<file path="src/hw/rtl/lprd_pkg.sv">
// Shared types and codes for the length-prefixed request deframer.
package lprd_pkg;

  localparam int unsigned HDR_CNT_W = 3;
  localparam int unsigned WORD_W    = 32;
  localparam int unsigned BYTE_W    = 8;

  typedef enum logic [1:0] {
    PH_COUNT = 2'd0,
    PH_LEN   = 2'd1,
    PH_BODY  = 2'd2,
    PH_TAIL  = 2'd3
  } phase_t;

  typedef enum logic [2:0] {
    ST_OK          = 3'd0,
    ST_COUNT_SHORT = 3'd1,
    ST_LEN_SHORT   = 3'd2,
    ST_BODY_SHORT  = 3'd3,
    ST_TRAILING    = 3'd4
  } status_t;

  typedef struct packed {
    logic [BYTE_W-1:0] data_byte;
    logic              byte_present;
    logic              end_of_request;
  } item_t;

  typedef struct packed {
    logic              payload_valid;
    logic [BYTE_W-1:0] payload_byte;
    logic [WORD_W-1:0] string_index;
    logic              string_end;
    logic              request_done;
    status_t           status;
  } result_t;

endpackage

</file>
<file path="src/hw/rtl/lprd_in_reg.sv">
// Input register stage: capture one request byte transaction, hold it until parsed.
module lprd_in_reg (
  input  logic             clk,
  input  logic             rst_n,
  input  logic             in_tvalid,
  output logic             in_tready,
  input  lprd_pkg::item_t  item_in,
  input  logic             advance,
  output logic             item_valid,
  output lprd_pkg::item_t  item_out
);

  logic            valid_r;
  logic            valid_nxt;
  lprd_pkg::item_t item_r;

  // accept when empty or when the held item moves on this cycle
  assign in_tready = !valid_r || advance;

  always_comb begin
    valid_nxt = valid_r;
    if (in_tvalid && in_tready) begin
      valid_nxt = 1'b1;
    end else if (advance) begin
      valid_nxt = 1'b0;
    end
  end

  always_ff @(posedge clk) begin
    if (!rst_n) begin
      valid_r <= 1'b0;
    end else begin
      valid_r <= valid_nxt;
    end
  end

  always_ff @(posedge clk) begin
    if (in_tvalid && in_tready) begin
      item_r <= item_in;
    end
  end

  assign item_valid = valid_r;
  assign item_out   = item_r;

endmodule

</file>
<file path="src/hw/rtl/lprd_parse.sv">
// Deframing state and per-byte decode: header gathering, string counting, status.
module lprd_parse #(
  parameter int unsigned HEADER_BYTES = 4
) (
  input  logic              clk,
  input  logic              rst_n,
  input  logic              advance,
  input  lprd_pkg::item_t   item,
  output lprd_pkg::result_t result
);

  localparam logic [lprd_pkg::HDR_CNT_W-1:0] HdrBytesC =
    lprd_pkg::HDR_CNT_W'(HEADER_BYTES);

  lprd_pkg::phase_t                 phase_r, phase_nxt, phase_post;
  logic [lprd_pkg::HDR_CNT_W-1:0]   hcnt_r, hcnt_nxt, hcnt_post;
  logic [lprd_pkg::WORD_W-1:0]      hacc_r, hacc_nxt, hacc_post;
  logic [lprd_pkg::WORD_W-1:0]      expected_r, expected_nxt, expected_post;
  logic [lprd_pkg::WORD_W-1:0]      sdone_r, sdone_nxt, sdone_post;
  logic [lprd_pkg::WORD_W-1:0]      remain_r, remain_nxt, remain_post;
  logic                             trail_r, trail_nxt, trail_post;

  logic [lprd_pkg::HDR_CNT_W-1:0]   hcnt_inc;
  logic                             hdr_done;
  logic [lprd_pkg::WORD_W-1:0]      hdr_val;
  logic [lprd_pkg::WORD_W-1:0]      sdone_inc;
  logic                             last_string;
  logic [lprd_pkg::WORD_W-1:0]      remain_dec;

  assign hcnt_inc    = hcnt_r + lprd_pkg::HDR_CNT_W'(1);
  assign hdr_done    = (hcnt_inc >= HdrBytesC);
  assign hdr_val     = hacc_r |
                       (lprd_pkg::WORD_W'(item.data_byte) << {hcnt_r[1:0], 3'b000});
  assign sdone_inc   = sdone_r + lprd_pkg::WORD_W'(1);
  assign last_string = (sdone_inc == expected_r);
  assign remain_dec  = remain_r - lprd_pkg::WORD_W'(1);

  // next state: byte first, then end of request returns everything to reset
  always_comb begin
    phase_post    = phase_r;
    hcnt_post     = hcnt_r;
    hacc_post     = hacc_r;
    expected_post = expected_r;
    sdone_post    = sdone_r;
    remain_post   = remain_r;
    trail_post    = trail_r;
    if (item.byte_present) begin
      case (phase_r)
        lprd_pkg::PH_COUNT: begin
          hacc_post = hdr_val;
          hcnt_post = hcnt_inc;
          if (hdr_done) begin
            expected_post = hdr_val;
            sdone_post    = '0;
            hacc_post     = '0;
            hcnt_post     = '0;
            phase_post    = (hdr_val == '0) ? lprd_pkg::PH_TAIL : lprd_pkg::PH_LEN;
          end
        end
        lprd_pkg::PH_LEN: begin
          hacc_post = hdr_val;
          hcnt_post = hcnt_inc;
          if (hdr_done) begin
            remain_post = hdr_val;
            hacc_post   = '0;
            hcnt_post   = '0;
            if (hdr_val == '0) begin
              sdone_post = sdone_inc;
              phase_post = last_string ? lprd_pkg::PH_TAIL : lprd_pkg::PH_LEN;
            end else begin
              phase_post = lprd_pkg::PH_BODY;
            end
          end
        end
        lprd_pkg::PH_BODY: begin
          remain_post = remain_dec;
          if (remain_dec == '0) begin
            sdone_post = sdone_inc;
            phase_post = last_string ? lprd_pkg::PH_TAIL : lprd_pkg::PH_LEN;
          end
        end
        default: begin
          trail_post = 1'b1;
        end
      endcase
    end

    phase_nxt    = phase_post;
    hcnt_nxt     = hcnt_post;
    hacc_nxt     = hacc_post;
    expected_nxt = expected_post;
    sdone_nxt    = sdone_post;
    remain_nxt   = remain_post;
    trail_nxt    = trail_post;
    if (item.end_of_request) begin
      phase_nxt    = lprd_pkg::PH_COUNT;
      hcnt_nxt     = '0;
      hacc_nxt     = '0;
      expected_nxt = '0;
      sdone_nxt    = '0;
      remain_nxt   = '0;
      trail_nxt    = 1'b0;
    end
  end

  // result fields for the byte being parsed
  always_comb begin
    result = '0;
    if (item.byte_present) begin
      case (phase_r)
        lprd_pkg::PH_LEN: begin
          result.string_index = sdone_r;
          result.string_end   = hdr_done && (hdr_val == '0);
        end
        lprd_pkg::PH_BODY: begin
          result.payload_valid = 1'b1;
          result.payload_byte  = item.data_byte;
          result.string_index  = sdone_r;
          result.string_end    = (remain_dec == '0);
        end
        default: begin
          result.string_index = '0;
        end
      endcase
    end
    if (item.end_of_request) begin
      result.request_done = 1'b1;
      case (phase_post)
        lprd_pkg::PH_COUNT: result.status = lprd_pkg::ST_COUNT_SHORT;
        lprd_pkg::PH_LEN:   result.status = lprd_pkg::ST_LEN_SHORT;
        lprd_pkg::PH_BODY:  result.status = lprd_pkg::ST_BODY_SHORT;
        default: begin
          result.status = trail_post ? lprd_pkg::ST_TRAILING : lprd_pkg::ST_OK;
        end
      endcase
    end
  end

  always_ff @(posedge clk) begin
    if (!rst_n) begin
      phase_r    <= lprd_pkg::PH_COUNT;
      hcnt_r     <= '0;
      hacc_r     <= '0;
      expected_r <= '0;
      sdone_r    <= '0;
      remain_r   <= '0;
      trail_r    <= 1'b0;
    end else if (advance) begin
      phase_r    <= phase_nxt;
      hcnt_r     <= hcnt_nxt;
      hacc_r     <= hacc_nxt;
      expected_r <= expected_nxt;
      sdone_r    <= sdone_nxt;
      remain_r   <= remain_nxt;
      trail_r    <= trail_nxt;
    end
  end

endmodule

</file>
<file path="src/hw/rtl/lprd_out_reg.sv">
// Result register: hold one decoded result until the downstream takes it.
module lprd_out_reg (
  input  logic               clk,
  input  logic               rst_n,
  input  logic               load,
  input  lprd_pkg::result_t  result_in,
  input  logic               out_tready,
  output logic               out_tvalid,
  output lprd_pkg::result_t  result_out
);

  logic              valid_r;
  logic              valid_nxt;
  lprd_pkg::result_t result_r;

  always_comb begin
    valid_nxt = valid_r;
    if (load) begin
      valid_nxt = 1'b1;
    end else if (out_tready) begin
      valid_nxt = 1'b0;
    end
  end

  always_ff @(posedge clk) begin
    if (!rst_n) begin
      valid_r <= 1'b0;
    end else begin
      valid_r <= valid_nxt;
    end
  end

  always_ff @(posedge clk) begin
    if (load) begin
      result_r <= result_in;
    end
  end

  assign out_tvalid = valid_r;
  assign result_out = result_r;

endmodule

</file>
<file path="src/hw/rtl/length_prefixed_request_deframer_core.sv">
// Top level of the length-prefixed request deframer.
//
// Takes one request byte per transaction and returns exactly one result transaction
// for each. A request opens with a little-endian string-count header of HEADER_BYTES
// bytes (1 to 4); every string follows as a little-endian length header of
// HEADER_BYTES bytes and then that many content bytes. Content bytes come out with
// payload_valid set and tagged with their zero-based string index; string_end marks
// the last content byte of a string, or the last length-header byte of an empty one.
// in_tlast ends the request after the byte in the same transaction (if in_tuser says
// a byte is present); the matching result carries out_tlast and a status: ok, count
// short, length short, content short, or trailing data (bytes after the last string
// are dropped). The parser then returns to its reset state. Downstream drops the
// streamed strings when the status is not ok.
// Throughput is one transaction per clock while out_tready is high: the input
// register, the per-byte decode (32-bit increment, decrement and compares) and the
// result register sit in one pass, and the input register can take one more byte
// while a result waits. Each accepted byte is held first in the input register,
// then its result in the result register; a stalled out_tready holds them there.
module length_prefixed_request_deframer_core #(
  parameter int unsigned HEADER_BYTES = 4
) (
  input  logic        clk,
  input  logic        rst_n,
  // input channel
  input  logic        in_tvalid,
  output logic        in_tready,
  input  logic [7:0]  in_tdata,   // [7:0] data_byte
  input  logic        in_tuser,   // [0] byte_present
  input  logic        in_tlast,   // end_of_request
  // result channel
  output logic        out_tvalid,
  input  logic        out_tready,
  output logic [47:0] out_tdata,  // [7:0] payload_byte, [39:8] string_index,
                                  // [42:40] status, [47:43] zero
  output logic [1:0]  out_tuser,  // [0] payload_valid, [1] string_end
  output logic        out_tlast   // request_done
);

  lprd_pkg::item_t   item_in;
  lprd_pkg::item_t   item_held;
  logic              item_valid;
  logic              out_free;
  logic              advance;
  lprd_pkg::result_t result_new;
  lprd_pkg::result_t result_held;

  assign item_in.data_byte      = in_tdata;
  assign item_in.byte_present   = in_tuser;
  assign item_in.end_of_request = in_tlast;

  // advance the held byte whenever the result register is empty or draining
  assign out_free = !out_tvalid || out_tready;
  assign advance  = item_valid && out_free;

  lprd_in_reg u_in_reg (
    .clk        (clk),
    .rst_n      (rst_n),
    .in_tvalid  (in_tvalid),
    .in_tready  (in_tready),
    .item_in    (item_in),
    .advance    (advance),
    .item_valid (item_valid),
    .item_out   (item_held)
  );

  lprd_parse #(
    .HEADER_BYTES (HEADER_BYTES)
  ) u_parse (
    .clk     (clk),
    .rst_n   (rst_n),
    .advance (advance),
    .item    (item_held),
    .result  (result_new)
  );

  lprd_out_reg u_out_reg (
    .clk        (clk),
    .rst_n      (rst_n),
    .load       (advance),
    .result_in  (result_new),
    .out_tready (out_tready),
    .out_tvalid (out_tvalid),
    .result_out (result_held)
  );

  // pack the result transaction, highest field first
  assign out_tdata = {5'b0, result_held.status, result_held.string_index,
                      result_held.payload_byte};
  assign out_tuser = {result_held.string_end, result_held.payload_valid};
  assign out_tlast = result_held.request_done;

`ifndef SYNTH
  // status is only reported on the end-of-request result
  a_status_only_on_done: assert property (@(posedge clk) disable iff (!rst_n)
    out_tvalid && !out_tlast |-> out_tdata[42:40] == lprd_pkg::ST_OK)
    else $error("nonzero status without request_done");

  // non-payload results carry a zero byte
  a_byte_zero_when_idle: assert property (@(posedge clk) disable iff (!rst_n)
    out_tvalid && !out_tuser[0] |-> out_tdata[7:0] == 8'd0)
    else $error("payload byte set without payload_valid");

  // a held byte that cannot advance stays held
  a_stall_keeps_item: assert property (@(posedge clk) disable iff (!rst_n)
    item_valid && !out_free |=> item_valid)
    else $error("input item lost during output stall");

  // every advanced byte lands in the result register
  a_advance_lands: assert property (@(posedge clk) disable iff (!rst_n)
    advance |=> out_tvalid)
    else $error("advanced item produced no result");
`endif

endmodule
</file>
<file path="config.mk">
export PLATFORM = sky130hd
export DESIGN_NAME = length_prefixed_request_deframer_core
export DESIGN_NICKNAME = d
export VERILOG_FILES = /design/src/hw/rtl/lprd_pkg.sv /design/src/hw/rtl/lprd_in_reg.sv /design/src/hw/rtl/lprd_parse.sv /design/src/hw/rtl/lprd_out_reg.sv /design/src/hw/rtl/length_prefixed_request_deframer_core.sv
export SDC_FILE = /design/constraint.sdc
export NUM_CORES = 1
export LEC_CHECK = 0
export ABC_AREA = 1
export BUFFER_PORTS_ARGS = -buffer_cell sky130_fd_sc_hd__buf_4
export CAP_MARGIN = 20
export CORE_UTILIZATION = 62
export CTS_CLUSTER_DIAMETER = 120
export DETAILED_ROUTE_END_ITERATION = 10
export PLACE_DENSITY = 0.77
export SYNTH_ARGS = -nofsm -noshare
export SYNTH_HDL_FRONTEND = slang
export SYNTH_SLANG_ARGS = --single-unit
export TNS_END_PERCENT = 5
</file>
<file path="constraint.sdc">
create_clock -name clk -period 3.5 [get_ports clk]
set_clock_uncertainty 0.1 [all_clocks]
set_input_delay 0.525 -clock clk [delete_from_list [all_inputs] [get_ports clk]]
set_output_delay 0.525 -clock clk [all_outputs]
set_load 0.005 [all_outputs]
</file>
==> implementation parameters <==
Parameter                              Value

Status
  Result of the run ... finished clean

Synth
  Most frequently used flop master after synthesis ... sky130_fd_sc_hd__dfxtp_1
  Post-synthesis average cell area ... 6.99 sq um
  Number of enable flip-flop cells after synthesis ... 56
  Synth cell types ... 45
  Fraction of registers with async set/reset ... 0%
  Number of standard cells after synthesis ... 1,623
  Total of warnings raised by yosys ... 0
  Post-synthesis cell area ... 11,300 sq um
  Post-synthesis register bit count ... 192
  Share of synthesized area occupied by flip-flops and latches ... 38.8%

Global routing
  Global router's overall resource usage ... 36.7%
  Antenna violations before repair ... 0
  First-pass GRT wire length ... 52,600 um
  Maximum number of pins on one net before global-route repair ... 73
  Overflow after GRT ... 0
  Via count of the first global-routing pass ... 10,062

Layout
  Layout Area Growth over Synthesis ... 11.1%
  Share of layout cells above drive strength 1 ... 13.6%
  Cell area after layout ... 12,600 sq um
  Number of nets in the layout ... 1,684
  Antenna diode count ... 0

Power and ir drop
  Areal power density over the cells ... 450 nW/um^2
  Total leakage power ... 0.00537 uW
  Worst ir drop on vdd ... 0.381 mV

Floorplanning
  Initial core utilization ... 63.1%
  Die area ... 18,800 sq um
  Number of cell rows ... 49
  CORE AREA ... 18,000 sq um
  Die height ... 137 um
  Chip Width ... 137 um
  IO Count ... 67

Worst setup path
  Critical-path cell with the highest stage delay ... sky130_fd_sc_hd__dfxtp_1
  Kind of critical path ... reg -> reg
  Worst-case reg-to-reg path depth ... 22
  Worst EP required ... 3610 ps
  Crit-path most repeated cell ... sky130_fd_sc_hd__nand2_1
  Setup slack on the worst flop-to-flop path ... 400 ps
  Critical path fanouts, max ... 5
  Arrival time reported for the critical path endpoint ... 3210 ps
  Crit. End Element ... flip-flop
  Startpoint type of the worst setup path ... flip-flop
  Startpoint of the lowest-slack register-to-register path ... u_parse.sdone_r[1]
  Reg2reg end ... u_out_reg.result_out[1]
  Delay of the slowest cell on the worst path ... 410 ps
  Cell-by-cell trace of the critical path ... ha_1 -> nand2_2 -> nor2_4 -> nand2_1 -> nand2_1 -> nand2_1 -> nand2_1 -> nand2_1 -> nor2_1 -> nand3_1 -> nor2_1 -> nand2_1 -> nor2_1 -> nand2_1 -> nand2_1 -> nand2_1 -> nand3_2 -> nand2_1 -> inv_1 -> ha_1 -> nand2_1 -> inv_1
  Cell type group with the largest total delay on the critical path ... simple AND/OR/NAND/NOR gates
  Worst path buffer plus inverter count ... 2

Route
  Remaining number of nets flagged by the antenna check after routing ... 0
  TritonRoute pass-1 iters ... 6
  Drc violations ... 0
  Via count of the routed design ... 11,130
  Iteration-0 DRC Markers ... 1,223
  Wire length after detailed routing ... 33,600 um
  Average detailed-routed wire length per instance ... 17.7 um
  Routed vias/inst ... 5.85

STA
  Worst-margin pin slew ... 991 ps
  Fraction of the cycle the final worst path needs ... 88.4%
  Post-layout minimum cycle time ... 3100 ps
  Worst-case setup margin in the final layout ... 405 ps
  Normalized max-slew margin ... 33.9%
  Unrepaired setup endpoints after global routing ... false
  Setup TNS Final ... 0 ps
  Final Max Slew Viols ... 0
  Final setup violation count ... 0
  Maximum frequency from static timing analysis ... 323 MHz
  Final hold violation count ... 0

Clock tree
  H-tree levels ... 4
  Clock-pin slew reported for the worst setup and hold paths after clock tree synthesis ... 80 ps
  Buffer levels on the longest clock path ... 2
  Buffer count from post-CTS setup fixing ... 0
  Number of buffers created by CTS ... 17
  CTS tree ... built
  CTS Root Buffer Type ... sky130_fd_sc_hd__clkbuf_16
  Clock Sink Count ... 192
  Cts hold-fix bufs ... 0
  Clock Latency Late Sink ... 450 ps
  Cts repair resizes ... 0

Placement
  PortBufs ... 61
  Worst slack after detailed placement ... 444 ps
  Detailed placer's ending HPWL ... 24,800 um
  Area after detailed placement ... 12,000 sq um
  Last weighted congestion value of the routability-driven placer ... 0.972

Min path
  Worst hold path class ... in -> reg
  HP Start ... in_tdata[2]
  Endpoint of the worst hold path ... u_in_reg.item_out[4]
  Hold Path Cell Cnt ... 1

Run
  Max-cap violation count ... 0
==> worst register-to-register path, stage by stage, from the launching register on <==
cell and delay, ps:
sky130_fd_sc_hd__dfxtp_1 410, sky130_fd_sc_hd__ha_1 240, sky130_fd_sc_hd__nand2_2 120, sky130_fd_sc_hd__nor2_4 150, sky130_fd_sc_hd__nand2_1 170, sky130_fd_sc_hd__nand2_1 130, sky130_fd_sc_hd__nand2_1 110, sky130_fd_sc_hd__nand2_1 80
sky130_fd_sc_hd__nand2_1 40, sky130_fd_sc_hd__nor2_1 230, sky130_fd_sc_hd__nand3_1 130, sky130_fd_sc_hd__nor2_1 130, sky130_fd_sc_hd__nand2_1 80, sky130_fd_sc_hd__nor2_1 80, sky130_fd_sc_hd__nand2_1 50, sky130_fd_sc_hd__nand2_1 60
sky130_fd_sc_hd__nand2_1 60, sky130_fd_sc_hd__nand3_2 90, sky130_fd_sc_hd__nand2_1 50, sky130_fd_sc_hd__inv_1 50, sky130_fd_sc_hd__ha_1 210, sky130_fd_sc_hd__nand2_1 60, sky130_fd_sc_hd__inv_1 40
==> cells in the mapped netlist, drive strengths merged (2+ instances only) <==
library cell | n | share of area, %
nand2 | 421 | 15
a211oi | 63 | 5.6
nand3 | 112 | 5.1
nor3 | 15 | 0.71
a31oi | 29 | 1.6
clkinv | 2 | 0.066
dfxtp | 136 | 24
inv | 203 | 6.7
nand4 | 20 | 1.1
xor2 | 3 | 0.23
ha | 9 | 0.99
buf | 21 | 1.5
nor4 | 3 | 0.17
nor2 | 268 | 10
nand3b | 9 | 0.63
edfxtp | 56 | 15
o221ai | 16 | 1.2
xnor2 | 2 | 0.22
o21ai | 55 | 2.5
clkbuf | 46 | 1.5
o22ai | 2 | 0.11
a21oi | 115 | 5.1
a221oi | 13 | 1.0
==> worst max-delay path by stage <==
| stage | to | cells after the start | slack (ps) | start |
|---|---|---|---|---|
| floorplan | u_out_reg.result_out[1] | 20 | 900 | u_parse.remain_r[0] |
| global route | u_out_reg.result_out[1] | 22 | 130 | u_parse.sdone_r[1] |
| finish | u_out_reg.result_out[1] | 22 | 400 | u_parse.sdone_r[1] |
| detailed placement | u_out_reg.result_out[1] | 22 | 440 | u_parse.sdone_r[1] |
| CTS | u_out_reg.result_out[1] | 22 | 410 | u_parse.sdone_r[1] |
| global placement | u_out_reg.result_out[1] | 22 | 440 | u_parse.sdone_r[1] |
==> layout make-up <==
type / count / area [sq um]
clock buffers: 17 / 425
inverters: 205 / 773
flip-flops and latches: 192 / 4400
well taps: 229 / 287
multi-input cells: 1163 / 5840
repair buffers: 82 / 653
fillers: 1527 / 5370
clock inverters: 15 / 213
==> per-layer routing <==
| metal | share of wire [%] | wire length [um] | global-route usage [%] | up-vias |
|---|---|---|---|---|
| met3 | 7.4 | 2480 | 5.81 | 126 |
| met4 | 5.6 | 1870 | 19.6 | 0 |
| met1 | 40 | 13500 | 46.6 | 4979 |
| met5 | 0 | 0 | 0 | - |
| met2 | 47 | 15700 | 60.1 | 589 |
| li1 | - | - | - | 5436 |
==> metrics by stage <==
stage	utilization, %	power [uW]	instances	hold WS, ps
2_1_floorplan	-	3260	1627	337
3_3_place_gp	66.6	3560	1871	346
3_5_place_dp	66.6	3570	1871	350
4_1_cts	70.1	5640	1903	146
5_1_grt	70.1	5890	1903	131
6_report	70.1	5670	1903	149
==> placed cells by master, fill, tap and decap left out, types with 7 or more instances in the layout <==
master	n
sky130_fd_sc_hd__a211oi_2	32
sky130_fd_sc_hd__a221oi_1	13
sky130_fd_sc_hd__a31oi_1	29
sky130_fd_sc_hd__o221ai_1	16
sky130_fd_sc_hd__nor2_2	22
sky130_fd_sc_hd__nand2_1	394
sky130_fd_sc_hd__nor2_4	11
sky130_fd_sc_hd__a211oi_1	31
sky130_fd_sc_hd__nor2_1	234
sky130_fd_sc_hd__dfxtp_1	136
sky130_fd_sc_hd__o21ai_0	44
sky130_fd_sc_hd__nor3_1	14
sky130_fd_sc_hd__a21oi_1	114
sky130_fd_sc_hd__nand2_2	25
sky130_fd_sc_hd__inv_1	194
sky130_fd_sc_hd__nand3b_1	8
sky130_fd_sc_hd__buf_4	79
sky130_fd_sc_hd__nand4_1	20
sky130_fd_sc_hd__edfxtp_1	56
sky130_fd_sc_hd__inv_2	7
sky130_fd_sc_hd__ha_1	9
sky130_fd_sc_hd__clkbuf_16	17
sky130_fd_sc_hd__o21ai_1	9
sky130_fd_sc_hd__nand3_1	109
==> flip-flops by register name, summed over array words and instances (netlist names) <==
signal and cells:
u_parse.sdone_r 32, u_parse.hacc_r 32, u_in_reg.item_out 10, u_parse.expected_r 32, u_parse.phase_r 2, u_in_reg.item_valid 1, u_out_reg.result_out 46, u_parse.trail_r 1
u_parse.remain_r 32, u_parse.hcnt_r 3, u_out_reg.out_tvalid 1
==> kinds of logic after synthesis <==
group,share of synthesized area (%)
other,0.0331
flip-flops,38.8
buffers and inverters,9.82
AO/OA/AOI/OAI,17.2
AND/OR/NAND/NOR,32.5
adder cells (fa/ha/maj),0.993
XOR/XNOR,0.453
multiplexers,0.0993
==> report_power, final <==
part           total [uW]  internal, uW  switching (uW)
Sequential           2450          2380            74.0
Clock                2120          1110            1020
Combinational        1100           335             761
Total                5670          3820            1850
No activity file was read; power rests on OpenSTA's default activity.
